--- config.mk ---
export PLATFORM = sky130hd
export DESIGN_NAME = obpp_rotate_out
export DESIGN_NICKNAME = d
export VERILOG_FILES = /design/src/hdl/obpp_pkg.sv /design/src/hdl/obpp_rotate_out.sv
export SDC_FILE = /design/constraint.sdc
export NUM_CORES = 2
export LEC_CHECK = 0
export ABC_AREA = 1
export BUFFER_PORTS_ARGS = -buffer_cell sky130_fd_sc_hd__buf_2
export CAP_MARGIN = 20
export CORE_MARGIN = 1
export CORE_UTILIZATION = 49
export DETAILED_ROUTE_END_ITERATION = 8
export GPL_TIMING_DRIVEN = 0
export PLACE_DENSITY = 0.66
export SYNTH_ARGS = -nofsm -noshare
export SYNTH_HDL_FRONTEND = slang
export SYNTH_SLANG_ARGS = --single-unit
--- constraint.sdc ---
create_clock -name aclk -period 8.8 [get_ports aclk]
set_input_delay 1.32 -clock aclk [delete_from_list [all_inputs] [get_ports aclk]]
set_output_delay 1.32 -clock aclk [all_outputs]
set_load 0.02 [all_outputs]
--- src/hdl/obpp_pkg.sv ---
// Shared types and constants for the oriented box point push-out core.
// No dependencies.
package obpp_pkg;

    localparam int POS_W      = 25;
    localparam int COEF_W     = 16;
    localparam int BND_W      = 16;
    localparam int RAD_W      = 12;
    localparam int DIFF_W     = POS_W + 1;
    localparam int PROD_W     = COEF_W + DIFF_W;
    localparam int SUM_W      = PROD_W + 1;
    localparam int EDGE_W     = BND_W + 1;
    localparam int BPROD_W    = 2 * BND_W;
    localparam int BSUM_W     = BPROD_W + 1;
    localparam int NUM_STAGES = 7;

    typedef logic [NUM_STAGES-1:0] stage_en_t;

    typedef struct packed {
        logic signed [POS_W-1:0]  obj_x;
        logic signed [POS_W-1:0]  obj_z;
        logic signed [POS_W-1:0]  pt_x;
        logic signed [POS_W-1:0]  pt_z;
        logic signed [COEF_W-1:0] cos_val;
        logic signed [COEF_W-1:0] sin_val;
    } ctx_t;

    typedef struct packed {
        logic signed [BND_W-1:0] min_x;
        logic signed [BND_W-1:0] max_x;
        logic signed [BND_W-1:0] min_z;
        logic signed [BND_W-1:0] max_z;
    } bounds_t;

endpackage

--- src/hdl/obpp_rotate_out.sv ---
// Stages 6-7: rotation back to world frame and the output register.
// Depends on obpp_pkg.
module obpp_rotate_out
    import obpp_pkg::*;
#(
    parameter int ROTATION_SHIFT = 14
) (
    input  logic                      aclk,
    input  logic [1:0]                en,
    input  ctx_t                      ctx_in,
    input  logic                      hit,
    input  logic signed [BND_W-1:0]   px_loc,
    input  logic signed [BND_W-1:0]   pz_loc,
    output logic signed [POS_W-1:0]   new_x,
    output logic signed [POS_W-1:0]   new_z,
    output logic                      pushed
);

    localparam int AW = BSUM_W - ROTATION_SHIFT;

    ctx_t ctx6_reg;
    logic inside6_reg;
    logic signed [BPROD_W-1:0] zs_reg, xc_reg, zc_reg, xs_reg;
    logic signed [BSUM_W-1:0]  sum_x, sum_z;
    logic signed [AW-1:0]      ax, az;
    logic signed [POS_W-1:0]   new_x_next, new_z_next;
    logic signed [POS_W-1:0]   new_x_reg, new_z_reg;
    logic                      pushed_reg;

    always_comb begin
        sum_x = BSUM_W'(zs_reg) + BSUM_W'(xc_reg);
        sum_z = BSUM_W'(zc_reg) - BSUM_W'(xs_reg);
        ax    = sum_x[BSUM_W-1:ROTATION_SHIFT];
        az    = sum_z[BSUM_W-1:ROTATION_SHIFT];
        if (inside6_reg) begin
            new_x_next = ctx6_reg.obj_x + POS_W'(ax);
            new_z_next = ctx6_reg.obj_z + POS_W'(az);
        end else begin
            new_x_next = ctx6_reg.pt_x;
            new_z_next = ctx6_reg.pt_z;
        end
    end

    always_ff @(posedge aclk) begin
        if (en[0]) begin
            ctx6_reg    <= ctx_in;
            inside6_reg <= hit;
            zs_reg      <= pz_loc * ctx_in.sin_val;
            xc_reg      <= px_loc * ctx_in.cos_val;
            zc_reg      <= pz_loc * ctx_in.cos_val;
            xs_reg      <= px_loc * ctx_in.sin_val;
        end
        if (en[1]) begin
            new_x_reg  <= new_x_next;
            new_z_reg  <= new_z_next;
            pushed_reg <= inside6_reg;
        end
    end

    assign new_x  = new_x_reg;
    assign new_z  = new_z_reg;
    assign pushed = pushed_reg;

endmodule

# Yosys cells after proc, flatten, opt, wreduce, memory -nomap -nowiden
# Cells that the tools add are included.
dict set report classes {
  muxes 2
  n_mul 4
  n_addsub 4
}
# op count
set ops {}
lappend ops {{16-bit by 16-bit multiplier with 32-bit output} 4}
lappend ops {{25-bit by 19-bit adder with 25-bit output} 2}
lappend ops {{25-bit two-way mux} 2}
lappend ops {{32-bit by 32-bit adder with 33-bit output} 1}
lappend ops {{32-bit by 32-bit subtractor with 33-bit output} 1}
dict set report totals {
  register_bits 280
  wordCells 22
  out_inout_bits 51
}

# Logic depth before layout (Yosys ltp)
dict set report logic_depth {
  word_depth 3
  mapped_depth 28
  depth_no_buf 28
}

# Worst setup path before layout
# No wires, ideal clock.
dict set report synth_path {
  path_type {input port to flip-flop}
  from {input px_loc[15]}
  to {register xs_reg[31] (data pin)}
  setup_time_ns 0.260
  t_required_ns 8.540
  path_buffers 1
  stages 18
  slack_ns 2.069
  t_arrival_ns 6.470
  path_cell_list {clkbuf_1 nand2_1 inv_1 fa_1 fa_1 fa_1 fa_1 fa_1 inv_1 fa_1 inv_1 ha_1 a21oi_1 a21boi_0 o21ai_0 a221oi_1 nand2_1 xor2_1}
}
dict set report synth_between {
  elab_chain_len 1
}
# element line
set synth_rtl {}
lappend synth_rtl {{start: declaration} obpp_rotate_out.sv:12} ;# input logic signed [BND_W-1:0] px_loc,
lappend synth_rtl {{16-bit by 16-bit multiplier with 32-bit output} obpp_rotate_out.sv:51} ;# xs_reg <= px_loc * ctx_in.sin_val;
lappend synth_rtl {{end signal: assignment} obpp_rotate_out.sv:51}
lappend synth_rtl {{end: declaration} obpp_rotate_out.sv:23} ;# logic signed [BPROD_W-1:0] zs_reg, xc_reg, zc_reg, xs_reg;
# Every way passes these cells.
# A chain may end at the register's enable or synchronous reset.

# Final worst setup path
dict set report layout_path {
  from {input ctx_in[15] in the netlist's numbering}
  to {register zs_reg[28] (data pin)}
}
dict set report layout_between {
  elab_chain_len 1
}
# element line
set layout_rtl {}
lappend layout_rtl {{start: declaration} obpp_rotate_out.sv:10} ;# input ctx_t ctx_in,
lappend layout_rtl {{16-bit by 16-bit multiplier with 32-bit output} obpp_rotate_out.sv:48} ;# zs_reg <= pz_loc * ctx_in.sin_val;
lappend layout_rtl {{end signal: assignment} obpp_rotate_out.sv:48}
lappend layout_rtl {{end: declaration} obpp_rotate_out.sv:23}
# Every way passes these cells.

==> run_results.csv <==
group,metric,value,unit
global_routing,antenna_found_initial,7,
status,status,"finished clean",
synth,yosys.area.top_type,"fa_1",
final_layout,final_core_util,53.3,%
detailed_routing,top_layer,"met5",
run,cap_viol_max_count,0,
synth,synthTopCellsByArea,"fa_1 38%, edfxtp_1 15%, inv_1 13%",
setup_path,cp-start-kind,"input pin",
setup_path,slowest_stage,"clkinv_1",
clock_network,cts_resized,0,
synth,ys_seq_elements,280,
setup_path,path_cells,"buf_2 > clkinv_1 > clkbuf_1 > nor2_1 > fa_1 > fa_1 > fa_1 > fa_1 > fa_1 > inv_1 > fa_1 > inv_1 > ha_1 > nand2_1 > nor2_1 > and2_1 > nand3_1 > nand3_1 > a21o_1 > a21oi_2 > xnor2_1",
sta,worst_pin_slew,1.26,ns
placement,hpwl,154000,um
floorplan,core-area,0.112,mm^2
setup_path,worstPathArrival,8.07,ns
global_routing,grtUsageTotal,32.1,%
synth,synth.avg_cell_area,8.52,um^2
clock_network,numCtsBuffers,34,
sta,skew,0.0257,ns
hold_path,holdCritPathClass,"register to register",
global_routing,grt_pass1_vias,45500,
setup_path,end_kind,"register",
detailed_routing,drcViolationCount,0,
final_layout,layout.nets,8448,
synth,ys.flop_type,"edfxtp_1",
clock_network,clk-insertion-delay-late,0.56,ns
setup_path,required,9.08,ns
final_layout,stdcell_area,0.0599,mm^2
detailed_routing,wl_met2,80400,um
floorplan,initial_utilization,49.4,%
sta,fmax,128,MHz
detailed_routing,dr_total_vias,44100,
synth,syn-cell-area,0.0556,mm^2
final_layout,largest_reg_flops,100,
detailed_routing,wire_per_inst,21.7,um
sta,fin_crit_sh,88.5,%
sta,setup_violations,0,
synth,synth_cell_types,55,
setup_path,cpPeakStageDelay,0.63,ns
floorplan,dieArea,0.115,mm^2
setup_path,path_class,"input pin to register",
placement,io_buffers,218,
synth,synth_nets,8180,
synth,synth_top_area_share,37.8,%
sta,maxSlewViolCount,0,
setup_path,critPathMaxFanout,10,
clock_network,cts_htree_levels,2,
global_routing,grt-ovfl-total,0,
synth,ys_warn_count,0,
detailed_routing,drt_first_pass_iters,7,
synth,synth-edff-count,280,
detailed_routing,vias_per_cell,5.30,
clock_network,clockBufferDepth,3,
global_routing,grt_max_degree,116,
final_layout,drive_gt1_share,5.65,%
sta,finalCriticalPeriod,7.79,ns
placement,gp_congestion,0.997,
floorplan,die_w,339,um
synth,synth_seq_area_share,15.1,%
synth,netlist_instances,6524,
floorplan,ios,219,
detailed_routing,wirelength,181000,um
synth,synthArstFlopShare,0,%
sta,slew_headroom,16.3,%
clock_network,cts_root_buf,"clkbuf_16",
setup_path,path_common_cell,"fa_1",
global_routing,grt_pass1_wl,273000,um
clock_network,holdBufCountCts,0,
sta,final-hold-violation-count,0,
detailed_routing,dr_wl_met3,17100,um
clock_network,cts_sinks,280,
final_layout,nFillCells,10700,
floorplan,row_count,123,
detailed_routing,first_iter_violations,4160,
clock_network,tritoncts,"built",
placement,placed_cell_area,0.0587,mm^2
final_layout,syn_to_final_growth,7.79,%
sta,tns,0,ns
floorplan,fp.dieH,339,um
sta,grt_setup_unrepaired,"false",
clock_network,path_clk_slew,0.06,ns
clock_network,post_cts_buffers,0,
detailed_routing,antenna_left,0,
detailed_routing,met1Wirelength,75900,um
per-layer routing:
metal | up-vias | track usage (%)
li1 | 19800 | -
met1 | 22000 | 44.7
met2 | 1911 | 49.5
met3 | 350 | 6.71
met4 | 6 | 11.5
met5 | - | 0
per-stage QoR:
stage	worst slack, ns	hold WS [ns]	std cells
3_3_place_gp	0.477	0.504	8242
3_5_place_dp	0.565	0.505	8251
2_1_floorplan	2.07	0.478	6524
5_1_grt	0.952	0.545	8317
4_1_cts	1.11	0.518	8311
6_report	1.02	0.517	8318
worst paths after layout:
kind	cells past startpoint	to	slack, ns	start
worst min-delay path	2	new_x[24]	0.52	ctx6_reg[81]
worst min register to register	2	new_x[24]	0.52	ctx6_reg[81]
worst max-delay path	21	zs_reg[28]	1.02	ctx_in[15]
worst max register to register	21	new_x[20]	4.26	zs_reg[9]
synth_stat cells (6+ instances only):
master,instances
nor3_1,34
a211oi_1,6
xnor2_1,88
inv_2,10
a31oi_1,23
o21a_1,10
a21o_1,38
o21bai_1,17
nand2_1,1476
o31ai_1,7
xor2_1,115
edfxtp_1,280
ha_1,438
inv_1,1876
a21oi_2,17
a21boi_0,7
o21ai_0,115
o21ai_1,29
o21bai_2,6
o211ai_1,13
nand2_2,15
nand4_1,33
fa_1,1050
clkbuf_1,197
nand3_1,94
a221oi_1,14
nor2_1,218
a21oi_1,213
or2_2,7
o21ai_2,6
kinds of logic (layout without fill, tap and decap cells):
kind of cell               count (synthesis)  after routing  synth area share (%)
AOI/OAI and AO/OA                        551            551                  6.17
xor gates and xnor gates                 203            203                  3.20
adders and majority gates               1488           1488                  47.7
buffers and inverters                   2089           2381                  14.1
DFF                                      280            280                  15.1
other                                      0              2                     0
and+or+nand+nor                         1913           1913                  13.7
cell type report:
cell class	instances	area (um^2)	area share, %
Buffer	200	754	1.26
Inverter	1889	7090	11.8
Multi-Input combinational cell	4155	39400	65.7
Antenna cell	2	5.00	0.00835
Timing Repair Buffer	232	1340	2.23
Tap cell	1500	1880	3.13
Sequential cell	280	8410	14.0
Clock inverter	23	228	0.380
Clock buffer	37	883	1.47
critical path: cells and delay by family:
kind / cells / cell delay [ns]
AND/OR/NAND/NOR: 6 / 1.20
XOR/XNOR: 1 / 0.41
buffers and inverters: 5 / 1.59
adder cells (fa/ha/maj): 7 / 3.29
AO/OA/AOI/OAI: 2 / 0.26
cells in the final DEF (no fill, tap or decap), drive strengths merged, types with 3 or more instances in the layout:
master	Yosys	routed
nor4	8	8
o21a	10	10
buf	3	235
inv	1886	1889
fa	1050	1050
o31ai	8	8
a21boi	16	16
o211ai	15	15
o21bai	26	26
o21ai	152	152
nor2	222	222
xnor2	88	88
nand3	98	98
a21oi	235	235
a31oi	23	23
nand4	33	33
nor3b	3	3
a211oi	6	6
clkinvlp	0	4
ha	438	438
o221ai	4	4
edfxtp	280	280
clkinv	3	17
nor3	39	39
or2	14	14
a21o	38	38
clkbuf	197	234
a221oi	14	14
xor2	115	115
nand2	1493	1493
Power is left out: the tool's default activity adds up to more than one toggle a clock period on the data nets, which glitch-free logic cannot reach.
