--- config.mk ---
export PLATFORM = sky130hd
export DESIGN_NAME = obpp_push
export DESIGN_NICKNAME = d
export VERILOG_FILES = /design/src/hdl/obpp_pkg.sv /design/src/hdl/obpp_push.sv
export SDC_FILE = /design/constraint.sdc
export NUM_CORES = 1
export LEC_CHECK = 0
export ABC_AREA = 1
export BUFFER_PORTS_ARGS = -buffer_cell sky130_fd_sc_hd__buf_4
export CORE_ASPECT_RATIO = 0.9
export CORE_MARGIN = 5
export CORE_UTILIZATION = 56
export DETAILED_ROUTE_END_ITERATION = 10
export PLACE_DENSITY = 0.8
export RECOVER_POWER = 100
export SLEW_MARGIN = 20
export SYNTH_ARGS = -nofsm -noshare
export SYNTH_HDL_FRONTEND = slang
export SYNTH_SLANG_ARGS = --single-unit
--- constraint.sdc ---
create_clock -name aclk -period 2.9 [get_ports aclk]
set_input_delay 0.87 -clock aclk [delete_from_list [all_inputs] [get_ports aclk]]
set_output_delay 0.87 -clock aclk [all_outputs]
set_load 0.01 [all_outputs]
--- src/hdl/obpp_pkg.sv ---
// Shared types and constants for the oriented box point push-out core.
// No dependencies.
package obpp_pkg;

    localparam int POS_W      = 25;
    localparam int COEF_W     = 16;
    localparam int BND_W      = 16;
    localparam int RAD_W      = 12;
    localparam int DIFF_W     = POS_W + 1;
    localparam int PROD_W     = COEF_W + DIFF_W;
    localparam int SUM_W      = PROD_W + 1;
    localparam int EDGE_W     = BND_W + 1;
    localparam int BPROD_W    = 2 * BND_W;
    localparam int BSUM_W     = BPROD_W + 1;
    localparam int NUM_STAGES = 7;

    typedef logic [NUM_STAGES-1:0] stage_en_t;

    typedef struct packed {
        logic signed [POS_W-1:0]  obj_x;
        logic signed [POS_W-1:0]  obj_z;
        logic signed [POS_W-1:0]  pt_x;
        logic signed [POS_W-1:0]  pt_z;
        logic signed [COEF_W-1:0] cos_val;
        logic signed [COEF_W-1:0] sin_val;
    } ctx_t;

    typedef struct packed {
        logic signed [BND_W-1:0] min_x;
        logic signed [BND_W-1:0] max_x;
        logic signed [BND_W-1:0] min_z;
        logic signed [BND_W-1:0] max_z;
    } bounds_t;

endpackage

--- src/hdl/obpp_push.sv ---
// Stages 4-5: containment test, edge distances and nearest-edge push.
// Depends on obpp_pkg.
module obpp_push
    import obpp_pkg::*;
#(
    parameter int ROTATION_SHIFT = 14
) (
    input  logic                                  aclk,
    input  logic [1:0]                            en,
    input  ctx_t                                  ctx_in,
    input  bounds_t                               bnd_in,
    input  logic signed [SUM_W-ROTATION_SHIFT-1:0] rx,
    input  logic signed [SUM_W-ROTATION_SHIFT-1:0] rz,
    output ctx_t                                  ctx_out,
    output logic                                  hit,
    output logic signed [BND_W-1:0]               px_loc,
    output logic signed [BND_W-1:0]               pz_loc
);

    localparam int RW = SUM_W - ROTATION_SHIFT;

    logic signed [RW-1:0] min_x_e, max_x_e, min_z_e, max_z_e;
    logic signed [BND_W-1:0] rx16, rz16;
    logic signed [EDGE_W-1:0] l_c, r_c, t_c, b_c;
    logic inside_next;

    ctx_t    ctx4_reg, ctx5_reg;
    bounds_t bnd4_reg;
    logic inside4_reg, inside5_reg;
    logic [EDGE_W-1:0] l_reg, r_reg, t_reg, b_reg;
    logic signed [BND_W-1:0] rx4_reg, rz4_reg;
    logic signed [BND_W-1:0] px_next, pz_next, px5_reg, pz5_reg;

    always_comb begin
        min_x_e     = RW'(bnd_in.min_x);
        max_x_e     = RW'(bnd_in.max_x);
        min_z_e     = RW'(bnd_in.min_z);
        max_z_e     = RW'(bnd_in.max_z);
        inside_next = (rx >= min_x_e) && (rx <= max_x_e) &&
                      (rz >= min_z_e) && (rz <= max_z_e);
        rx16        = rx[BND_W-1:0];
        rz16        = rz[BND_W-1:0];
        l_c         = EDGE_W'(rx16) - EDGE_W'(bnd_in.min_x);
        r_c         = EDGE_W'(bnd_in.max_x) - EDGE_W'(rx16);
        t_c         = EDGE_W'(bnd_in.max_z) - EDGE_W'(rz16);
        b_c         = EDGE_W'(rz16) - EDGE_W'(bnd_in.min_z);
    end

    // distances are nonnegative for an inside point; ties: left, right, far, near
    always_comb begin
        px_next = rx4_reg;
        pz_next = rz4_reg;
        if (l_reg <= r_reg && l_reg <= t_reg && l_reg <= b_reg) begin
            px_next = bnd4_reg.min_x;
        end else if (r_reg <= l_reg && r_reg <= t_reg && r_reg <= b_reg) begin
            px_next = bnd4_reg.max_x;
        end else if (t_reg <= l_reg && t_reg <= r_reg && t_reg <= b_reg) begin
            pz_next = bnd4_reg.max_z;
        end else begin
            pz_next = bnd4_reg.min_z;
        end
    end

    always_ff @(posedge aclk) begin
        if (en[0]) begin
            ctx4_reg    <= ctx_in;
            bnd4_reg    <= bnd_in;
            inside4_reg <= inside_next;
            l_reg       <= l_c;
            r_reg       <= r_c;
            t_reg       <= t_c;
            b_reg       <= b_c;
            rx4_reg     <= rx16;
            rz4_reg     <= rz16;
        end
        if (en[1]) begin
            ctx5_reg    <= ctx4_reg;
            inside5_reg <= inside4_reg;
            px5_reg     <= px_next;
            pz5_reg     <= pz_next;
        end
    end

    assign ctx_out = ctx5_reg;
    assign hit     = inside5_reg;
    assign px_loc  = px5_reg;
    assign pz_loc  = pz5_reg;

endmodule

-- After elaboration in Yosys (flattened, before gate mapping)
Cells that the tools add are included.
- reduce and logical (&&, ||, !) cells: 9
- muxes and demuxes: 5
- divide/modulo/power cells: 0
- order comparisons: 13
- bitwise logic cells: 0
- add/sub/neg operators: 4
- $mul: 0
- shifts and indexed selects: 0
- eq/ne operators: 0
- operators by type and width (kind ; number):
    17-bit <= comparator ; 9
    16-bit two-way mux ; 5
    16-bit by 16-bit subtractor with 17-bit output ; 4
    29-bit by 16-bit >= comparator with 1-bit output ; 2
    29-bit by 16-bit <= comparator with 1-bit output ; 2
    1-bit logical AND ; 9
- logic and storage cells: 57
- output and inout bits: 165
- memory bits (read-only): 0
- input bits: 257
- latch bits: 0
- RAM bits: 0
- flip-flop bits (word level): 462
- memories kept: 0

-- Depth between registers and ports, before layout
Gate-level depths: netlist of run 1.
- depth in word-level cells: 6
- mapped depth: 17
- mapped depth without buffers: 16

-- Worst setup path before layout of run 1
Ideal clock, no wire load.
- path type: input port to flip-flop
- from: in bnd_in[32] (netlist bit)
- to: reg r_reg[10] (data pin)
- path slack: 314 ps
- path buffers: 0
- library setup time: 260 ps
- arrival: 2327 ps
- stages: 10
- data required time: 2640 ps
- cell sequence: inv_1 > ha_1 > fa_1 > o21ai_0 > nand3_1 > nand2_1 > nand3_1 > nand2_1 > a21oi_1 > xnor2_1
- cells in the longest elaborated chain, start to end: 1
- RTL lines (what ; line ; source):
    from (decl) ; obpp_push.sv:11 ; input bounds_t bnd_in,
    16-bit by 16-bit subtractor with 17-bit output ; obpp_push.sv:44 ; r_c = EDGE_W'(bnd_in.max_x) - EDGE_W'(rx16);
    via r_c[10] ; obpp_push.sv:24 ; logic signed [EDGE_W-1:0] l_c, r_c, t_c, b_c;
    to (signal assigned) ; obpp_push.sv:70 ; r_reg <= r_c;
    to (decl) ; obpp_push.sv:30 ; logic [EDGE_W-1:0] l_reg, r_reg, t_reg, b_reg;
The timed path passes the listed nets, and every way through them passes these cells.
A chain may end at the register's enable or synchronous reset.

-- Worst setup path after layout of run 1
- from: in en[0]
- to: reg ctx4_reg[61] (netlist bit), enable pin
- RTL lines (what ; line ; source):
    from (decl) ; obpp_push.sv:9 ; input logic [1:0] en,
    to (signal assigned) ; obpp_push.sv:66 ; ctx4_reg <= ctx_in;
    to (decl) ; obpp_push.sv:27 ; ctx_t ctx4_reg, ctx5_reg;
No word-level cell between the ends.

==> results of run 1 <==
-- cell type report --
type                    count  area [sq um]  area share (%)
well taps                 540           676            2.45
clock buffers              53          1160            4.18
flip-flops and latches    462         13900            50.2
multi-input cells        1196          7750            28.0
repair buffers            471          2550            9.24
clock inverters            26           362            1.31
diodes                      1          2.50         0.00906
inverters                 335          1260            4.55
-- kinds of logic after synthesis --
group / synth area share, %
simple gates: 12.8
compound gates: 4.72
fa+ha+maj: 14.0
buf+inv: 5.88
flops: 60.4
xor+xnor: 2.21
-- how the worst max path moves through the flow --
stage | from | endpoint | slack [ps] | cells after the start
6_report | en[0] | ctx4_reg[61] | 300 | 2
2_1_floorplan | bnd_in[32] | r_reg[10] | 310 | 10
4_1_cts | b_reg[14] | pz_loc[12] | 430 | 14
3_5_place_dp | rz[0] | b_reg[14] | -30 | 12
3_3_place_gp | bnd_in[47] | inside4_reg | 60 | 11
5_1_grt | b_reg[16] | pz_loc[12] | 160 | 14
-- layout by cell type (no fill, tap or decap), types with 17 or more instances in the layout --
cell	instances
sky130_fd_sc_hd__a21o_1	17
sky130_fd_sc_hd__o21ai_0	34
sky130_fd_sc_hd__buf_4	51
sky130_fd_sc_hd__edfxtp_1	462
sky130_fd_sc_hd__xor2_1	43
sky130_fd_sc_hd__a21oi_1	121
sky130_fd_sc_hd__clkbuf_1	279
sky130_fd_sc_hd__nand2_1	433
sky130_fd_sc_hd__nand3_1	80
sky130_fd_sc_hd__nor3_1	18
sky130_fd_sc_hd__clkbuf_4	138
sky130_fd_sc_hd__clkbuf_16	45
sky130_fd_sc_hd__inv_1	333
sky130_fd_sc_hd__nand4_1	49
sky130_fd_sc_hd__ha_1	250
sky130_fd_sc_hd__nor2_1	83
-- metrics by stage --
step / TNS, ps / util, %
5_1_grt: 0 / 68.1
2_1_floorplan: 0 / -
3_5_place_dp: -44.2 / 67.2
3_3_place_gp: 0 / 67.2
4_1_cts: 0 / 70.9
6_report: 0 / 68.1
-- routing by layer --
metal / GRT usage (%) / part of all wire, %
met1: 34.7 / 40
met2: 49.7 / 52
met3: 4.47 / 6.8
met4: 6.76 / 2.2
met5: 0 / 0.021
-- power groups by stage --
| stage | combinational (mW) | clock [mW] | sequential, mW |
|---|---|---|---|
| after floorplan | 2.26 | 0 | 8.72 |
| final | 4.03 | 6.12 | 8.54 |
| after detailed placement | 4.29 | 0 | 8.67 |
| after global placement | 4.12 | 0 | 8.63 |
| after global routing | 4.52 | 6.53 | 8.60 |
| after CTS | 4.33 | 6.21 | 8.55 |
==> impl_results.html, run 1 <==
<table>
<tr><th>Metric</th><th>Value</th></tr>
<tr><th colspan="2">Synthesis</th></tr>
<tr><td>Synthesized net count</td><td>approximately 2.5k</td></tr>
<tr><td>Most instantiated flip-flop cell in the synthesis netlist</td><td>sky130_fd_sc_hd__edfxtp_1</td></tr>
<tr><td>FF+latch count, synth</td><td>roughly 460</td></tr>
<tr><td>Sequential cell area fraction in the yosys report</td><td>60.4%</td></tr>
<tr><td>Number of standard cells after synthesis</td><td>2010</td></tr>
<tr><td>Fraction of post-synthesis cell area in the top cell type by area</td><td>around three fifths</td></tr>
<tr><td>Cell taking the most area after synthesis</td><td>sky130_fd_sc_hd__edfxtp_1</td></tr>
<tr><td>Most numerous cell types in the synthesized netlist</td><td>sky130_fd_sc_hd__edfxtp_1, sky130_fd_sc_hd__nand2_1, sky130_fd_sc_hd__inv_1</td></tr>
<tr><td>Number of warnings issued by yosys</td><td>0</td></tr>
<tr><td>Leading post-synthesis cells by cell area</td><td>sky130_fd_sc_hd__edfxtp_1, sky130_fd_sc_hd__ha_1, sky130_fd_sc_hd__nand2_1</td></tr>
<tr><td>Most repeated cell in the gate-level netlist after synthesis</td><td>sky130_fd_sc_hd__edfxtp_1</td></tr>
<tr><td>Netlist area before placement</td><td>approximately 23000 sq um</td></tr>
<tr><td>Post-synth EDFFs</td><td>462</td></tr>
<tr><td>Synth Area per Inst</td><td>~11 sq um</td></tr>
<tr><td>Fraction of registers with async set/reset</td><td>0%</td></tr>
<tr><td>Unique cell type count in the Yosys netlist</td><td>43</td></tr>
<tr><th colspan="2">Power and ir drop</th></tr>
<tr><td>Leak pwr</td><td>roughly 12 nW</td></tr>
<tr><td>Part of the total power dissipated in the clock network</td><td>32.8%</td></tr>
<tr><td>Power dissipated by switching net loads</td><td>about 5.4 mW</td></tr>
<tr><td>IR drop worst, VDD</td><td>0.000559 V</td></tr>
<tr><td>Switching Fraction</td><td>between 20 and 30%</td></tr>
<tr><td>Pwr/cell area</td><td>between 600 and 700 nW/um^2</td></tr>
<tr><td>Total power of the final layout</td><td>roughly 19 mW</td></tr>
<tr><td>Power share of the combinational group</td><td>21.6%</td></tr>
<tr><td>Part of the total power dissipated in sequential elements</td><td>45.7%</td></tr>
<tr><td>Internal Pwr Total</td><td>13.3 mW</td></tr>
<tr><th colspan="2">Timing</th></tr>
<tr><td>Headroom to the max-slew limit</td><td>under 10%</td></tr>
<tr><td>Time the final worst path needs with I/O delays and setup</td><td>between 2000 and 3000 ps</td></tr>
<tr><td>Post-Route Hold Slack</td><td>approximately 420 ps</td></tr>
<tr><td>Setup repair after global routing missed its margin</td><td>no</td></tr>
<tr><td>Maximum frequency from static timing analysis</td><td>just under 0.4 GHz</td></tr>
<tr><td>Final hold viol count</td><td>0</td></tr>
<tr><td>Final setup slack of the worst path</td><td>301 ps</td></tr>
<tr><td>Final setup viols</td><td>0</td></tr>
<tr><td>Ratio of final minimum period to clock period</td><td>around 90%</td></tr>
<tr><td>Post-route clock skew</td><td>8.83 ps</td></tr>
<tr><td>Transition time of the tightest slew-check pin</td><td>1400 ps</td></tr>
<tr><td>Final number of max-transition violations</td><td>0</td></tr>
<tr><th colspan="2">Layout</th></tr>
<tr><td>Non-filler cells, final</td><td>3084</td></tr>
<tr><td>Fraction of final layout cells sized beyond drive strength 1</td><td>~11%</td></tr>
<tr><td>Area grow syn2layout</td><td>20.3%</td></tr>
<tr><td>Nets</td><td>3022</td></tr>
<tr><td>Final design area excluding fillers</td><td>between 20000 and 30000 sq um</td></tr>
<tr><td>Fill cell count</td><td>about 3.2k</td></tr>
<tr><th colspan="2">Floorplan</th></tr>
<tr><td>Num rows</td><td>70</td></tr>
<tr><td>Initial standard-cell utilization of the core</td><td>56.6%</td></tr>
<tr><td># IOs</td><td>422</td></tr>
<tr><td>Die extent in y</td><td>slightly above 200 microns</td></tr>
<tr><td>Core region area</td><td>approximately 41000 sq um</td></tr>
<tr><td>Die footprint</td><td>roughly 45000 sq um</td></tr>
<tr><td>DIE WIDTH</td><td>223 microns</td></tr>
<tr><th colspan="2">Setup path</th></tr>
<tr><td>Number of cells on the worst reg-to-reg path</td><td>14</td></tr>
<tr><td>Largest fanout on the critical path</td><td>50</td></tr>
<tr><td>Cell type of the slowest stage on the worst timing path</td><td>sky130_fd_sc_hd__clkbuf_2</td></tr>
<tr><td>Critical Path Start Type</td><td>primary input</td></tr>
<tr><td>Cells along the critical path</td><td>clkbuf_2 &gt; clkbuf_4</td></tr>
<tr><td>CP Data Arrival Time</td><td>2810 ps</td></tr>
<tr><td>CP peak stage delay</td><td>about 1000 ps</td></tr>
<tr><td>Setup crit end kind</td><td>flip-flop</td></tr>
<tr><td>CP Data Required Time</td><td>around 3100 ps</td></tr>
<tr><td>Reg-to-reg setup timing slack</td><td>between 300 and 400 ps</td></tr>
<tr><td>Number of buffer and inverter instances along the worst setup path</td><td>2</td></tr>
<tr><td>Category of the critical setup timing path</td><td>in -&gt; reg</td></tr>
<tr><td>Worst flop-to-flop path endpoint</td><td>pz_loc[12]</td></tr>
<tr><td>Kind of cell with the highest combined delay on the critical path</td><td>buffers and inverters</td></tr>
<tr><td>Startpoint of the worst-slack reg-to-reg timing path</td><td>b_reg[16]</td></tr>
<tr><th colspan="2">Drt</th></tr>
<tr><td>Number of nets with antenna violations after detailed routing</td><td>0</td></tr>
<tr><td>Overall via count from detail_route</td><td>about 16k</td></tr>
<tr><td>Pre-Repair DR Iteration Count</td><td>5</td></tr>
<tr><td>DRC</td><td>0</td></tr>
<tr><td>DRC marker count from the first detailed-route iteration</td><td>~1.3k</td></tr>
<tr><td>WL final</td><td>~63000 microns</td></tr>
<tr><td>Routed WL per cell</td><td>20.4 microns</td></tr>
<tr><td>Via/cell ratio</td><td>around 5.3</td></tr>
<tr><th colspan="2">CTS</th></tr>
<tr><td>Clock insertion delay at the later pin of the skew report</td><td>roughly 580 ps</td></tr>
<tr><td>Resized Gates After CTS</td><td>0</td></tr>
<tr><td>Total number of H-tree levels</td><td>2</td></tr>
<tr><td>Clock slew at reported path FFs</td><td>~70 ps</td></tr>
<tr><td>Number of buffers inserted to repair setup after CTS</td><td>0</td></tr>
<tr><td>Root buffer cell</td><td>sky130_fd_sc_hd__clkbuf_16</td></tr>
<tr><td>Max Root-Sink Buffers</td><td>3</td></tr>
<tr><td>Clock Sink Count</td><td>462</td></tr>
<tr><td>Clock buffer count from CTS</td><td>45</td></tr>
<tr><td>Clock tree from TritonCTS</td><td>yes</td></tr>
<tr><td>Hold buffer count at CTS</td><td>0</td></tr>
<tr><th colspan="2">Placement</th></tr>
<tr><td>Total of buffers placed on input and output ports</td><td>approximately 420</td></tr>
<tr><td>Gpl congestion</td><td>roughly 0.90</td></tr>
<tr><td>Placed standard-cell area</td><td>between 20000 and 30000 sq um</td></tr>
<tr><td>Place WS</td><td>-33.5 ps</td></tr>
<tr><td>Cell count after placement</td><td>between 3k and 4k</td></tr>
<tr><td>Post-detailed-placement half-perimeter wirelength</td><td>about 48000 microns</td></tr>
<tr><th colspan="2">Global route</th></tr>
<tr><td>Grt total ovfl</td><td>0</td></tr>
<tr><td>Maximum number of pins on one net before global-route repair</td><td>just over 50</td></tr>
<tr><td>Antenna violations before repair</td><td>2</td></tr>
<tr><td>Number of global-route vias before repair</td><td>16.5k</td></tr>
<tr><td>GR Util All Layers</td><td>between 20% and 30%</td></tr>
<tr><td>Global-route wire length before repair</td><td>95800 microns</td></tr>
<tr><th colspan="2">Flow run</th></tr>
<tr><td>Max_cap viols</td><td>0</td></tr>
<tr><th colspan="2">Min path</th></tr>
<tr><td>Instance count along the most critical hold path</td><td>0</td></tr>
<tr><td>Endpoint, Worst Hold</td><td>ctx_out[131]</td></tr>
<tr><td>Hold crit path type</td><td>reg -&gt; reg</td></tr>
<tr><td>Launch instance of the worst min-delay path</td><td>ctx4_reg[131]</td></tr>
<tr><th colspan="2">Status</th></tr>
<tr><td>Outcome</td><td>finished, final reports clean</td></tr>
</table>
(Power assumes the default switching activity.)
==> inputs of run 2 (changes only) <==
- CORE_UTILIZATION: 56 -> 51
- PLACE_DENSITY: 0.8 -> 0.77
- clock period: 2.9 -> 2.2 ns (I/O delays scaled with it)
==> run 2 against run 1 <==
The flow now finishes with violations (setup timing). Routed wire length rose by 5.5%. Final cell count rose by 10%. Clock skew rose by 2.2 ps. Sequential share of layout area fell by 4.8 points. First-iteration DRC count rose by 2.7%. Critical endpoint is now pz_loc[7].
==> impl_results.html, run 2 (synthesis results as in run 1) <==
<table>
<tr><th>Metric</th><th>Value</th></tr>
<tr><th colspan="2">Layout</th></tr>
<tr><td>Fraction of final layout cells sized beyond drive strength 1</td><td>a little under a quarter</td></tr>
<tr><td>Fill cell count</td><td>~3.3k</td></tr>
<tr><td>Area grow syn2layout</td><td>33.1%</td></tr>
<tr><td>Final design area excluding fillers</td><td>a little over 30000 sq um</td></tr>
<tr><td>Nets</td><td>around 3.3k</td></tr>
<tr><td>Share of the core filled with cells</td><td>68.9%</td></tr>
<tr><td>Most common cell after layout, fill and taps aside</td><td>sky130_fd_sc_hd__edfxtp_1</td></tr>
<tr><td>Most frequent cells in the layout</td><td>sky130_fd_sc_hd__edfxtp_1, sky130_fd_sc_hd__nand2_1, sky130_fd_sc_hd__inv_1</td></tr>
<tr><th colspan="2">Setup path</th></tr>
<tr><td>Cell type of the slowest stage on the worst timing path</td><td>sky130_fd_sc_hd__edfxtp_1</td></tr>
<tr><td>Setup crit end kind</td><td>flip-flop</td></tr>
<tr><td>Reg-to-reg setup timing slack</td><td>-190 ps</td></tr>
<tr><td>CP Data Arrival Time</td><td>2720 ps</td></tr>
<tr><td>Critical Path Start Type</td><td>flip-flop</td></tr>
<tr><td>Number of cells on the worst reg-to-reg path</td><td>11</td></tr>
<tr><td>Category of the critical setup timing path</td><td>reg -&gt; reg</td></tr>
<tr><td>Critical Path Start</td><td>t_reg[14]</td></tr>
<tr><td>Largest fanout on the critical path</td><td>8</td></tr>
<tr><td>CP peak stage delay</td><td>around 500 ps</td></tr>
<tr><td>Worst flop-to-flop path endpoint</td><td>pz_loc[7]</td></tr>
<tr><td>CP Data Required Time</td><td>between 2000 and 3000 ps</td></tr>
<tr><td>Cells along the critical path</td><td>ha_1 &gt; a21oi_1 &gt; o21ai_2 &gt; a21oi_2 &gt; buf_4 &gt; nand2_4 &gt; nand2_8 &gt; clkbuf_16 &gt; nand4_1 &gt; nand3_1 &gt; nand2_1</td></tr>
<tr><td>Startpoint of the worst-slack reg-to-reg timing path</td><td>t_reg[14]</td></tr>
<tr><th colspan="2">Drt</th></tr>
<tr><td>DRC marker count from the first detailed-route iteration</td><td>1317</td></tr>
<tr><td>Top Metal Used</td><td>met5</td></tr>
<tr><td>Pre-Repair DR Iteration Count</td><td>6</td></tr>
<tr><td>Routed met3 length</td><td>a little under 6000 microns</td></tr>
<tr><td>Sum of routed wire segments on met1</td><td>around 25000 microns</td></tr>
<tr><td>Number of nets with antenna violations after detailed routing</td><td>0</td></tr>
<tr><td>WL final</td><td>roughly 67000 microns</td></tr>
<tr><td>Via/cell ratio</td><td>5.16</td></tr>
<tr><td>Overall via count from detail_route</td><td>~18k</td></tr>
<tr><td>Length of routed met2 wiring</td><td>about 33000 microns</td></tr>
<tr><td>Routed WL per cell</td><td>between 15 and 20 microns</td></tr>
<tr><td>DRC</td><td>0</td></tr>
<tr><th colspan="2">Floorplan</th></tr>
<tr><td>Die footprint</td><td>about 50000 sq um</td></tr>
<tr><td>Core region area</td><td>~44000 sq um</td></tr>
<tr><td>Num rows</td><td>between 70 and 80</td></tr>
<tr><td>Die extent in y</td><td>~210 microns</td></tr>
<tr><td>DIE WIDTH</td><td>~230 microns</td></tr>
<tr><td># IOs</td><td>422</td></tr>
<tr><td>Initial standard-cell utilization of the core</td><td>between 50% and 60%</td></tr>
<tr><th colspan="2">CTS</th></tr>
<tr><td>Total number of H-tree levels</td><td>2</td></tr>
<tr><td>Clock insertion delay at the later pin of the skew report</td><td>580 ps</td></tr>
<tr><td>Clock buffer count from CTS</td><td>48</td></tr>
<tr><td>Hold buffer count at CTS</td><td>0</td></tr>
<tr><td>Clock Sink Count</td><td>around 460</td></tr>
<tr><td>Clock tree from TritonCTS</td><td>yes</td></tr>
<tr><td>Root buffer cell</td><td>sky130_fd_sc_hd__clkbuf_16</td></tr>
<tr><td>Clock slew at reported path FFs</td><td>around 70 ps</td></tr>
<tr><td>Max Root-Sink Buffers</td><td>3</td></tr>
<tr><th colspan="2">Global route</th></tr>
<tr><td>Antenna violations before repair</td><td>9</td></tr>
<tr><td>GR Util All Layers</td><td>between 20% and 30%</td></tr>
<tr><td>Global-route wire length before repair</td><td>95800 microns</td></tr>
<tr><td>Maximum number of pins on one net before global-route repair</td><td>54</td></tr>
<tr><td>Grt total ovfl</td><td>0</td></tr>
<tr><td>Number of global-route vias before repair</td><td>around 17k</td></tr>
<tr><th colspan="2">Min path</th></tr>
<tr><td>Hold crit path type</td><td>in -&gt; reg</td></tr>
<tr><td>Launch instance of the worst min-delay path</td><td>ctx_in[11]</td></tr>
<tr><td>Endpoint, Worst Hold</td><td>ctx4_reg[11]</td></tr>
<tr><td>Instance count along the most critical hold path</td><td>1</td></tr>
<tr><th colspan="2">Power and ir drop</th></tr>
<tr><td>Total power of the final layout</td><td>about 27 mW</td></tr>
<tr><td>Pwr/cell area</td><td>between 800 and 900 nW/um^2</td></tr>
<tr><td>Leak pwr</td><td>13.9 nW</td></tr>
<tr><td>IR drop worst, VDD</td><td>around 0.00054 V</td></tr>
<tr><th colspan="2">Timing</th></tr>
<tr><td>Maximum frequency from static timing analysis</td><td>between 0.4 and 0.5 GHz</td></tr>
<tr><td>Final setup slack of the worst path</td><td>-192 ps</td></tr>
<tr><td>Post-Route Setup TNS</td><td>-4530 ps</td></tr>
<tr><td>Transition time of the tightest slew-check pin</td><td>around 940 ps</td></tr>
<tr><td>Ratio of final minimum period to clock period</td><td>109%</td></tr>
<tr><td>Headroom to the max-slew limit</td><td>between 30 and 40%</td></tr>
<tr><td>Time the final worst path needs with I/O delays and setup</td><td>2390 ps</td></tr>
<tr><td>Setup repair after global routing missed its margin</td><td>yes</td></tr>
<tr><td>Post-route clock skew</td><td>between 10 and 15 ps</td></tr>
<tr><td>Final number of max-transition violations</td><td>0</td></tr>
<tr><td>Final hold viol count</td><td>0</td></tr>
<tr><td>Final setup viols</td><td>38</td></tr>
<tr><th colspan="2">Placement</th></tr>
<tr><td>Total of buffers placed on input and output ports</td><td>around 420</td></tr>
<tr><td>Post-detailed-placement half-perimeter wirelength</td><td>about 50000 microns</td></tr>
<tr><td>Gpl congestion</td><td>~0.94</td></tr>
<tr><td>Placed standard-cell area</td><td>around 29000 sq um</td></tr>
<tr><th colspan="2">Status</th></tr>
<tr><td>Failing checks</td><td>setup timing</td></tr>
<tr><td>Outcome</td><td>finished, violations left</td></tr>
<tr><th colspan="2">Flow run</th></tr>
<tr><td>Max_cap viols</td><td>0</td></tr>
</table>
[run 2: metal layers]
layer  vias to the layer above  track usage (%)
met5                         -                0
met4                        10             8.22
met3                       155             5.77
met2                       718             44.9
met1                      8274             30.3
li1                       8404                -
[run 2: metrics by stage]
step                      hold slack [ps]  instances  worst slack, ps
after CTS                             221       3393            -65.4
after floorplan                       400       2010            -32.5
after global placement                400       3302             -326
after global routing                  252       3405             -264
after detailed placement              405       3302             -410
final                                 277       3406             -192
[run 2: worst max path at each step]
stage	cells past startpoint	slack [ps]	endpoint
floorplan	14	-30	inside4_reg
global placement	13	-330	inside4_reg
detailed placement	12	-410	inside4_reg
CTS	12	-70	px_loc[13]
global route	14	-260	pz_loc[7]
finish	11	-190	pz_loc[7]
[run 2: cell type report]
cell class | instances | area [sq um] | area share, %
flip-flops and latches | 462 | 13900 | 45.4
multi-input cells | 1196 | 8290 | 27.1
repair buffers | 719 | 4710 | 15.4
inverters | 335 | 1300 | 4.26
clock buffers | 53 | 1240 | 4.06
well taps | 600 | 751 | 2.46
clock inverters | 36 | 390 | 1.28
repair inverters | 1 | 11.3 | 0.0368
diodes | 4 | 10.0 | 0.0327
[run 2: report_power, final]
group          switching (mW)  internal, mW
registers               0.394          10.9
clock network            3.46          4.93
logic                    4.04          2.96
total                    7.90          18.8
[run 2: repair_timing]
| action | 4_1_cts | 5_1_grt |
|---|---|---|
| setup buffers | 1 | 4 |
| cloned | 1 | 5 |
| pin swaps | 11 | 46 |
| gates resized for setup | 56 | 82 |
| endpoints found under the setup margin | 32 | 32 |
[run 2: worst max-delay path, delay by kind of cell, from the launching register on]
family | cells | cell delay [ps]
AND/OR/NAND/NOR | 5 | 460
flip-flops | 1 | 500
AO/OA/AOI/OAI | 3 | 490
adder cells (fa/ha/maj) | 1 | 370
buffers and inverters | 2 | 320
